===== config.mk =====
export PLATFORM = sky130hd
export DESIGN_NAME = sdmd_regs
export DESIGN_NICKNAME = d
export VERILOG_FILES = /design/src/hdl/sdmd_pkg.sv /design/src/hdl/sdmd_regs.sv
export SDC_FILE = /design/constraint.sdc
export NUM_CORES = 1
export LEC_CHECK = 0
export ABC_AREA = 1
export BUFFER_PORTS_ARGS = -buffer_cell sky130_fd_sc_hd__buf_4
export CELL_PAD_IN_SITES_DETAIL_PLACEMENT = 0
export CELL_PAD_IN_SITES_GLOBAL_PLACEMENT = 1
export CORE_ASPECT_RATIO = 0.8
export CORE_MARGIN = 1
export CORE_UTILIZATION = 23
export DETAILED_ROUTE_END_ITERATION = 10
export HOLD_SLACK_MARGIN = 0.03
export PLACE_DENSITY_LB_ADDON = 0.3
export SKIP_LAST_GASP = 1
export SYNTH_ARGS = -nofsm -noshare
export SYNTH_HDL_FRONTEND = slang
export SYNTH_SLANG_ARGS = --single-unit

===== constraint.sdc =====
create_clock -name clk -period 0.8 [get_ports clk]
set_input_delay 0.12 -clock clk [delete_from_list [all_inputs] [get_ports clk]]
set_output_delay 0.12 -clock clk [all_outputs]
set_load 0.05 [all_outputs]

===== src/hdl/sdmd_pkg.sv =====
// Shared types, widths and register codes of the sigma-delta motion detector.
// Used by every module under hdl; depends on nothing.
package sdmd_pkg;

    localparam int PIX_W    = 8;
    localparam int INDEX_W  = 16;
    localparam int AMP_W    = 4;
    localparam int VAR_W    = 8;
    localparam int TARGET_W = AMP_W + PIX_W;
    localparam int WORD_W   = PIX_W + VAR_W;
    localparam int PADDR_W  = 4;
    localparam int PDATA_W  = 32;

    localparam logic [AMP_W-1:0] AMP_RESET     = 4'd2;
    localparam logic [VAR_W-1:0] VAR_MIN_RESET = 8'd1;
    localparam logic [VAR_W-1:0] VAR_MAX_RESET = 8'd254;

    typedef enum logic [1:0] {
        REG_AMPLIFICATION = 2'd0,
        REG_VARIANCE_MIN  = 2'd1,
        REG_VARIANCE_MAX  = 2'd2
    } reg_index_t;

    typedef struct packed {
        logic [AMP_W-1:0] amplification;
        logic [VAR_W-1:0] variance_min;
        logic [VAR_W-1:0] variance_max;
    } cfg_t;

    // One frame-store entry: background estimate and variance of a pixel.
    typedef struct packed {
        logic [PIX_W-1:0] background;
        logic [VAR_W-1:0] variance;
    } store_word_t;

endpackage


===== src/hdl/sdmd_regs.sv =====
// Configuration register file with an APB-style slave port.
// Depends on sdmd_pkg for the register codes, reset values and cfg_t.
module sdmd_regs
(
    input  logic                          clk,
    input  logic                          rst_n,
    input  logic                          psel,
    input  logic                          penable,
    input  logic                          pwrite,
    input  logic [sdmd_pkg::PADDR_W-1:0]  paddr,
    input  logic [sdmd_pkg::PDATA_W-1:0]  pwdata,
    output logic [sdmd_pkg::PDATA_W-1:0]  prdata,
    output logic                          pready,
    output sdmd_pkg::cfg_t                cfg
);

    sdmd_pkg::cfg_t cfg_reg;
    logic           wr_en;
    logic [1:0]     reg_sel;

    assign pready  = 1'b1;
    assign wr_en   = psel && penable && pwrite;
    assign reg_sel = paddr[3:2];
    assign cfg     = cfg_reg;

    always_ff @(posedge clk or negedge rst_n)
    begin
        if (!rst_n)
        begin
            cfg_reg.amplification <= sdmd_pkg::AMP_RESET;
            cfg_reg.variance_min  <= sdmd_pkg::VAR_MIN_RESET;
            cfg_reg.variance_max  <= sdmd_pkg::VAR_MAX_RESET;
        end
        else if (wr_en)
        begin
            unique case (reg_sel)
                sdmd_pkg::REG_AMPLIFICATION:
                    cfg_reg.amplification <= pwdata[sdmd_pkg::AMP_W-1:0];
                sdmd_pkg::REG_VARIANCE_MIN:
                    cfg_reg.variance_min <= pwdata[sdmd_pkg::VAR_W-1:0];
                sdmd_pkg::REG_VARIANCE_MAX:
                    cfg_reg.variance_max <= pwdata[sdmd_pkg::VAR_W-1:0];
                default:
                begin
                end
            endcase
        end
    end

    always_comb
    begin
        prdata = '0;
        unique case (reg_sel)
            sdmd_pkg::REG_AMPLIFICATION:
                prdata = sdmd_pkg::PDATA_W'(cfg_reg.amplification);
            sdmd_pkg::REG_VARIANCE_MIN:
                prdata = sdmd_pkg::PDATA_W'(cfg_reg.variance_min);
            sdmd_pkg::REG_VARIANCE_MAX:
                prdata = sdmd_pkg::PDATA_W'(cfg_reg.variance_max);
            default:
                prdata = '0;
        endcase
    end

endmodule


==> results.yml <==
routing:
  wl_um: 3257
  drt_pass1_iterations: 4
  avgViaCountPerCell: 3.810
  drt_iter0_markers: 27
  wl_per_cell_um: 11.27
  ant_nets: 0
  vias: 1101
  drcViolationCount: 0
pwr:
  combPwrFrac_pct: 58.8
  power_density_mw_per_mm2: 2535
  cell_internal_pwr_w: 0.003148
  p_leak_nw: 1.120
  p_switching_w: 0.002345
  total_power_w: 0.005494
  ir_drop_uv: 1027
  swShare_pct: 42.69
  p_seq_share_pct: 26.9
  clkPwrFrac_pct: 14.3
sta:
  rsz0062_at_grt: "yes"
  finalClockSkew_ns: 0
  fin_tns_setup_ns: -9.632
  fin_crit_ns: 1.221
  fmax_mhz: 819.0
  finalSetupViolations: 39
  period_share_pct: 152.6
  final_hold_viol_count: 0
  slew_viol_final: 0
  fin_ws_ns: -0.4210
place:
  place.gp.congestion: 0.7208
  post-place-ws_ns: -0.2182
  io_buffers: 42
  dpl.hpwl_um: 2311
  place_inst: 275
  post_dp_cell_area_mm2: 0.001737
outcome:
  violations: "setup timing"
  status: "complete, but fails checks"
run:
  drv_cap: 0
setup_path:
  critical-path-slowest-cell: "dfstp_2"
  worst_setup_path_start_kind: "flop"
  end_kind: "output port"
  worstSetupPathType: "reg -> out"
  cp_max_fo: 3
  slowest_delay_ns: 0.55
  crit_chain: "nand2_2 > nand3_4 > buf_8"
  required_ns: 0.68
  arrival_ns: 1.10
floorplan:
  die_x_um: 81.61
  start_util_pct: 24.63
  die_h_um: 65.69
  core_area_mm2: 0.004735
  rows: 22
  ios: 94
  dieArea_mm2: 0.005361
clocking:
  cts_sinks: 20
  path_clk_slew_ns: 0.08
  cts_tree: "yes"
  htreeDepth: 1
  clk_latency_ns: 0.26
  clockBufferDepth: 2
  cts-root-buf: "clkbuf_8"
  cts_made_buffers: 3
worst_hold_path:
  hold_class: "in -> reg"
global_routing:
  grt_antenna_before_repair: 0
  grt_remaining_overflow: 0
  track_usage_pct: 12.90
  grt_max_degree: 21
  grt_pass1_vias: 996
  grt_pass1_wl_um: 5016
cells_and_area:
  final_cell_mix: "nand2_1, buf_8, conb_1"
  area_delta_synth_final_pct: 85.84
  fillers: 474
  final_cells: 289
  largest_register_ff_count: 20
  nets: 271
  fin_area_mm2: 0.002167
  multi_input_area_um2: 644.4
  n_antenna_cell: 0
  regArea_um2: 525.5
  drive_gt1_share_pct: 57.64
  final_common_cell: "nand2_1"
logic_synthesis:
  yosysWarnings: 0
  postSynthAreaPerCell_um2: 7.622
  synth_cells: 153
  synth-seq-cells: 20
  ys_seq_area_share_pct: 43.88
  synth_cell_types: 15
  syn-cell-area_mm2: 0.001166
## kinds of logic (layout without fill, tap and decap cells)
| family | after synthesis | count (layout) | synth area share [%] |
|---|---|---|---|
| flip-flops | 20 | 20 | 43.88 |
| other | 2 | 25 | 0.6440 |
| AND/OR/NAND/NOR | 101 | 101 | 37.34 |
| buffers and inverters | 30 | 83 | 18.13 |
## power groups by stage
stage	clock network, W	registers, W	logic, W
floorplan	0	0.00224	0.000906
global placement	0	0.00146	0.00246
detailed placement	0	0.00146	0.00246
CTS	0.000810	0.00148	0.00310
global route	0.000870	0.00150	0.00339
finish	0.000786	0.00148	0.00323
## layer usage
metal	global-route usage (%)	share of wire, %	vias up
met4	2.632	0.49	0
met3	3.750	4.7	2
li1	-	-	566
met5	0	0	-
met1	16.92	46	503
met2	20.94	49	30
## what timing repair did
action                                  4_1_cts  5_1_grt
endpoints found under the setup margin       30       37
pin swaps                                     4        6
gates resized for setup                      69       12
hold endpoints to repair                     20        0
setup buffers                                 5        5
hold buffers                                  1        0
## metrics by stage
step | util, % | hold slack [ns]
after floorplan | - | -0.1756
final | 45.77 | 0.06551
after global routing | 45.77 | 0.06024
after global placement | 36.68 | 0.01691
after CTS | 44.32 | 0.06353
after detailed placement | 36.68 | 0.02385
## path summary, 6_finish.rpt
check / slack [ns] / start / end / cells after the start
setup / recovery: -0.42 / cfg[2] / prdata[2] / 3
hold / removal: 0.07 / pwdata[4] / cfg[4] / 3
setup reg to reg: -0.08 / cfg[7] / cfg[7] / 4
hold reg to reg: 0.47 / cfg[3] / cfg[3] / 2
max in group asynchronous: 0.25 / rst_n / cfg[17] / 2
min in group asynchronous: 0.28 / rst_n / cfg[12] / 2
## layout make-up
cell class | instances | share of cell area [%]
Timing Repair Buffer | 74 | 38.91
Tap cell | 60 | 3.464
Inverter | 5 | 1.097
Multi-Input combinational cell | 126 | 29.73
Clock buffer | 4 | 2.540
Sequential cell | 20 | 24.25
## worst max-delay path, delay by kind of cell (launching register included)
| family | cells | cell delay [ns] |
|---|---|---|
| buffers and inverters | 1 | 0.14 |
| DFF | 1 | 0.55 |
| and+or+nand+nor | 2 | 0.15 |
## Yosys cell counts
cell type | n | share of area [%]
nor2_4 | 3 | 2.9
buf_4 | 25 | 16
dfstp_2 | 9 | 20
nand3_2 | 1 | 0.86
nand3_1 | 4 | 1.7
inv_4 | 2 | 1.1
nand2_2 | 2 | 1.1
nand2_4 | 2 | 1.9
nor2_1 | 1 | 0.32
conb_1 | 2 | 0.64
inv_1 | 1 | 0.32
nand2_1 | 87 | 28
nor2_2 | 1 | 0.54
dfrtp_1 | 11 | 24
inv_2 | 2 | 0.64
Power figures use the tool's default switching activity.
