[config.mk]
export PLATFORM = sky130hd
export DESIGN_NAME = sdmd_update
export DESIGN_NICKNAME = d
export VERILOG_FILES = /design/src/hdl/sdmd_pkg.sv /design/src/hdl/sdmd_update.sv
export SDC_FILE = /design/constraint.sdc
export NUM_CORES = 1
export LEC_CHECK = 0
export ABC_AREA = 1
export BUFFER_PORTS_ARGS = -buffer_cell sky130_fd_sc_hd__buf_2
export CAP_MARGIN = 20
export CORE_UTILIZATION = 35
export DETAILED_ROUTE_END_ITERATION = 10
export PLACE_DENSITY = 0.63
export SLEW_MARGIN = 25
export SYNTH_ARGS = -nofsm -noshare
export SYNTH_HDL_FRONTEND = slang
export SYNTH_SLANG_ARGS = --single-unit
[constraint.sdc]
create_clock -name vclk -period 24.3
set_clock_uncertainty 0.1 [all_clocks]
set_input_delay 0 -clock vclk [all_inputs]
set_output_delay 0 -clock vclk [all_outputs]
set_load 0.03 [all_outputs]
[src/hdl/sdmd_pkg.sv]
// Shared types, widths and register codes of the sigma-delta motion detector.
// Used by every module under hdl; depends on nothing.
package sdmd_pkg;

    localparam int PIX_W    = 8;
    localparam int INDEX_W  = 16;
    localparam int AMP_W    = 4;
    localparam int VAR_W    = 8;
    localparam int TARGET_W = AMP_W + PIX_W;
    localparam int WORD_W   = PIX_W + VAR_W;
    localparam int PADDR_W  = 4;
    localparam int PDATA_W  = 32;

    localparam logic [AMP_W-1:0] AMP_RESET     = 4'd2;
    localparam logic [VAR_W-1:0] VAR_MIN_RESET = 8'd1;
    localparam logic [VAR_W-1:0] VAR_MAX_RESET = 8'd254;

    typedef enum logic [1:0] {
        REG_AMPLIFICATION = 2'd0,
        REG_VARIANCE_MIN  = 2'd1,
        REG_VARIANCE_MAX  = 2'd2
    } reg_index_t;

    typedef struct packed {
        logic [AMP_W-1:0] amplification;
        logic [VAR_W-1:0] variance_min;
        logic [VAR_W-1:0] variance_max;
    } cfg_t;

    // One frame-store entry: background estimate and variance of a pixel.
    typedef struct packed {
        logic [PIX_W-1:0] background;
        logic [VAR_W-1:0] variance;
    } store_word_t;

endpackage

[src/hdl/sdmd_update.sv]
// Per-pixel sigma-delta update: background step, absolute difference,
// variance step toward the amplified difference, clamp and decision. Uses sdmd_pkg.
module sdmd_update
(
    input  logic [sdmd_pkg::PIX_W-1:0]  pixel_value,
    input  logic                        first_frame,
    input  sdmd_pkg::store_word_t       old_word,
    input  sdmd_pkg::cfg_t              cfg,
    output sdmd_pkg::store_word_t       new_word,
    output logic [sdmd_pkg::PIX_W-1:0]  abs_difference,
    output logic                        foreground
);

    logic [sdmd_pkg::PIX_W-1:0]    bg_old;
    logic [sdmd_pkg::PIX_W-1:0]    bg_new;
    logic [sdmd_pkg::VAR_W-1:0]    var_old;
    logic [sdmd_pkg::TARGET_W-1:0] target;
    logic [sdmd_pkg::TARGET_W-1:0] var_old_ext;
    logic [sdmd_pkg::VAR_W:0]      var_step;
    logic [sdmd_pkg::VAR_W:0]      var_hi;
    logic [sdmd_pkg::VAR_W:0]      var_lo;
    logic [sdmd_pkg::PIX_W-1:0]    diff;

    always_comb
    begin
        // A first-frame pixel starts from its own value and the minimum variance.
        bg_old  = first_frame ? pixel_value : old_word.background;
        var_old = first_frame ? cfg.variance_min : old_word.variance;

        if (bg_old < pixel_value)
        begin
            bg_new = bg_old + 1'b1;
        end
        else if (bg_old > pixel_value)
        begin
            bg_new = bg_old - 1'b1;
        end
        else
        begin
            bg_new = bg_old;
        end

        diff = (bg_new >= pixel_value) ? (bg_new - pixel_value) : (pixel_value - bg_new);

        target      = sdmd_pkg::TARGET_W'(cfg.amplification)
                      * sdmd_pkg::TARGET_W'(diff);
        var_old_ext = sdmd_pkg::TARGET_W'(var_old);

        // The step is one bit wider so that 255 stepping up clamps instead of wrapping.
        if (var_old_ext < target)
        begin
            var_step = {1'b0, var_old} + 1'b1;
        end
        else if (var_old_ext > target)
        begin
            var_step = {1'b0, var_old} - 1'b1;
        end
        else
        begin
            var_step = {1'b0, var_old};
        end

        var_hi = (var_step > {1'b0, cfg.variance_max}) ? {1'b0, cfg.variance_max} : var_step;
        var_lo = (var_hi < {1'b0, cfg.variance_min}) ? {1'b0, cfg.variance_min} : var_hi;

        new_word.background = bg_new;
        new_word.variance   = var_lo[sdmd_pkg::VAR_W-1:0];
        abs_difference      = diff;
        foreground          = (diff >= var_lo[sdmd_pkg::VAR_W-1:0]);
    end

endmodule

==> results.cfg, run 1 <==
[sta]
fin_crit_sh = 0.542
worstMarginPinSlew_ps = 611
rsz0062_at_grt = no
finalMaxSlewViolations = 0
fmax_mhz = 76.0
fin_crit_ps = 13160
slew_headroom = 0.593
hold_viol_final = 0
finalSetupViolations = 0
tns_ps = 0

[floorplanning]
core-area_mm2 = 0.0110
initial_core_util = 0.365
pin_count = 70
die-area_mm2 = 0.0119
rows = 38
dieWidth_um = 109
dieHeight_um = 109

[detailed_routing]
wl_per_cell_um = 12.3
ant_nets = 0
firstDrtPassIters = 5
vias = 4274
drcViolationCount = 0
vias_per_cell = 4.83
routed_wl_um = 10800
drt_iter0_drc = 200

[worst_setup_path]
crit_required_ps = 24200
cp-end-kind = primary output
crit_fanout = 31
arrival_ps = 13060
cp_num_buf_inv = 13
max_stage_delay_ps = 520
crit_type = input pin to primary output
cp-start-kind = input pin
cp_common_cell = nand2_1
crit_family = simple AND/OR/NAND/NOR gates
slowest_stage = fa_1

[layout]
seqCellArea_um2 = 0
fin_nets = 879
diodes = 0
syn_to_final_growth_pct = 12.0
clockBufferCount = 0
drive_above_1_share = 0.144
mostFrequentLayoutCells = 201 x nand2_1, 130 x inv_1, 74 x ha_1
seq_cells = 0
final_common_cell = nand2_1

[cts]
post_cts_buffers = 0
cts_hold_buf = 0
cts_resized = 0

[yosys]
syn_inst = 682
synth_area_per_cell_um2 = 5.88
synthDistinctLibCells = 45
syn_nets = 815
synth_warnings = 0
netlist_area_mm2 = 0.00401
ys_seq_area_frac = 0

[placed_design]
place_hpwl_um = 9580
gp_congestion = 0.975
portBuffers = 70

[grt]
grt_pass1_wl_um = 18300
antenna_found_initial = 0
grt_pass1_vias = 4016
grt_max_degree = 32
grt_use_total = 0.188
overflow = 0

[status]
outcome = finished, final reports clean

[worst_hold_path]
hold_class = input pin to primary output

[run]
max-cap-violations = 0
-- stage by stage --
stage | instance area, µm² | hold WS (ps) | std cells | worst slack (ps) | utilization
detailed placement | 4500 | 287 | 884 | 11120 | 0.409
CTS | 4500 | 287 | 884 | 11080 | 0.409
global route | 4500 | 305 | 884 | 9610 | 0.409
global placement | 4500 | 285 | 884 | 11360 | 0.409
floorplan | 4010 | 141 | 682 | 11420 | -
finish | 4500 | 284 | 884 | 11140 | 0.409
-- cell usage after synthesis (all sizes together) (2+ instances only) --
master	number	area share
o21a	5	0.0097
a21boi	4	0.0094
o21bai	2	0.0037
or2	3	0.0047
xor2	25	0.058
fa	14	0.070
ha	74	0.23
xnor2	3	0.0065
nor3	9	0.012
mux2i	2	0.0050
a221oi	3	0.0065
nand4	14	0.022
nand3	40	0.057
buf	8	0.013
nand2	209	0.20
inv	140	0.13
o21ai	36	0.051
o211ai	3	0.0056
a21oi	22	0.027
nor2	55	0.054
a21o	2	0.0037
-- final cells by class --
cell class / instances / area, µm²
Fill cell: 1252 / 6490
Multi-Input combinational cell: 533 / 3440
Timing Repair Buffer: 71 / 358
Tap cell: 140 / 175
Inverter: 140 / 526
-- cells by family after synthesis --
| kind of cell | after synthesis | share of synthesized area |
|---|---|---|
| and+or+nand+nor | 334 | 0.359 |
| buffers and inverters | 149 | 0.145 |
| adders and majority gates | 88 | 0.301 |
| AOI/OAI and AO/OA | 81 | 0.125 |
| xor gates and xnor gates | 28 | 0.0649 |
| muxes | 2 | 0.00499 |
-- final timing paths --
path / start / end / slack, ps / cells past startpoint
setup / recovery: first_frame / foreground / 11140 / 76
hold / removal: cfg[15] / new_word[7] / 280 / 4
-- routing by layer --
layer	track usage	routed length, µm
met5	0	0
met2	0.341	5000
met4	0.0145	78
met1	0.251	5180
met3	0.0132	575
Power of run 1 is left out: the tool's default activity adds up to more than one toggle a clock period on the data nets, which glitch-free logic cannot reach.
==> inputs of run 2 (changes only) <==
- PLACE_DENSITY: 0.63 -> 0.65
- clock period: 24.3 -> 12.03 ns (I/O delays scaled with it)
==> results.cfg, run 2 (synthesized netlist as in run 1, its figures left out) <==
[floorplanning]
initial_core_util = 0.365
dieHeight_um = 109
rows = 38
dieWidth_um = 109
core-area_mm2 = 0.0110
pin_count = 70
die-area_mm2 = 0.0119

[layout]
drive_above_1_share = 0.253
seq_cells = 0
syn_to_final_growth_pct = 28.1
seqCellArea_um2 = 0
mostFrequentLayoutCells = 199 x nand2_1, 122 x inv_1, 68 x buf_2
final_common_cell = nand2_1
clockBufferCount = 0
diodes = 0
fin_nets = 930

[sta]
fin_crit_sh = 0.950
finalSetupViolations = 0
holdWs_ps = 282
hold_viol_final = 0
fin_crit_ps = 11430
worstMarginPinSlew_ps = 468
finalMaxSlewViolations = 0
fmax_mhz = 87.5
slew_headroom = 0.686

[worst_setup_path]
crit_required_ps = 11930
crit_fanout = 8
slowest_stage = fa_1
cp-start-kind = input pin
cp_common_cell = nand2_1
max_stage_delay_ps = 530
arrival_ps = 11330
crit_type = input pin to primary output
cp-end-kind = primary output

[detailed_routing]
ant_nets = 0
drcViolationCount = 0
wl_per_cell_um = 12.6
drt_iter0_drc = 182
firstDrtPassIters = 5
routed_wl_um = 11800
vias = 4515
vias_per_cell = 4.83

[worst_hold_path]
worstHoldPathCells = 4
hold_class = input pin to primary output
hold_start = cfg[15]
hold_end = new_word[7]

[placed_design]
portBuffers = 70
place_hpwl_um = 9800
gp_congestion = 0.962

[grt]
grt_pass1_wl_um = 18800
grt_max_degree = 18
grt_pass1_vias = 4177
antenna_found_initial = 0
overflow = 0
grt_use_total = 0.194

[run]
max-cap-violations = 0

[status]
outcome = finished, final reports clean
==> run 2: layout make-up <==
| type | count | area [µm²] |
|---|---|---|
| fillers | 1136 | 5840 |
| multi-input cells | 533 | 3670 |
| repair buffers | 122 | 764 |
| inverters | 140 | 533 |
| well taps | 140 | 175 |
==> run 2: worst max-delay path by stage <==
stage / slack [ps] / endpoint / start / cells after the start
floorplan: 30 / foreground / first_frame / 79
global placement: -30 / foreground / first_frame / 82
detailed placement: -210 / foreground / first_frame / 81
CTS: 4 / foreground / first_frame / 83
global route: -170 / foreground / pixel_value[7] / 84
finish: 600 / foreground / pixel_value[6] / 83
==> run 2: metal layers <==
layer  vias up  share of wire  global-route usage
met5         -              0                   0
met4         0          0.011              0.0212
met3         8          0.035             0.00777
met2       101           0.50               0.366
met1      2018           0.45               0.249
li1       2388              -                   -
==> run 2: repair_timing <==
action,CTS,global route
gates resized for setup,5,61
hold buffers,0,0
endpoints found under the setup margin,1,4
pin swaps,4,20
buffers inserted,7,24
==> run 2: stage by stage <==
| step | utilization | cells | TNS [ps] | cell area [µm²] | setup WS [ps] |
|---|---|---|---|---|---|
| finish | 0.468 | 935 | 0 | 5140 | 598 |
| global route | 0.468 | 935 | -170 | 5140 | -170 |
| CTS | 0.431 | 911 | 0 | 4740 | 4.09 |
| detailed placement | 0.425 | 904 | -210 | 4670 | -210 |
| global placement | 0.425 | 904 | -31.1 | 4670 | -31.1 |
| floorplan | - | 682 | 0 | 4050 | 27.2 |
==> run 2: worst max-delay path, delay by kind of cell <==
family	cells	cell delay [ps]
fa+ha+maj	9	2960
xor+xnor	3	660
buf+inv	18	1780
compound gates	19	2680
simple gates	34	3260
Power of run 2 is left out for the same reason.
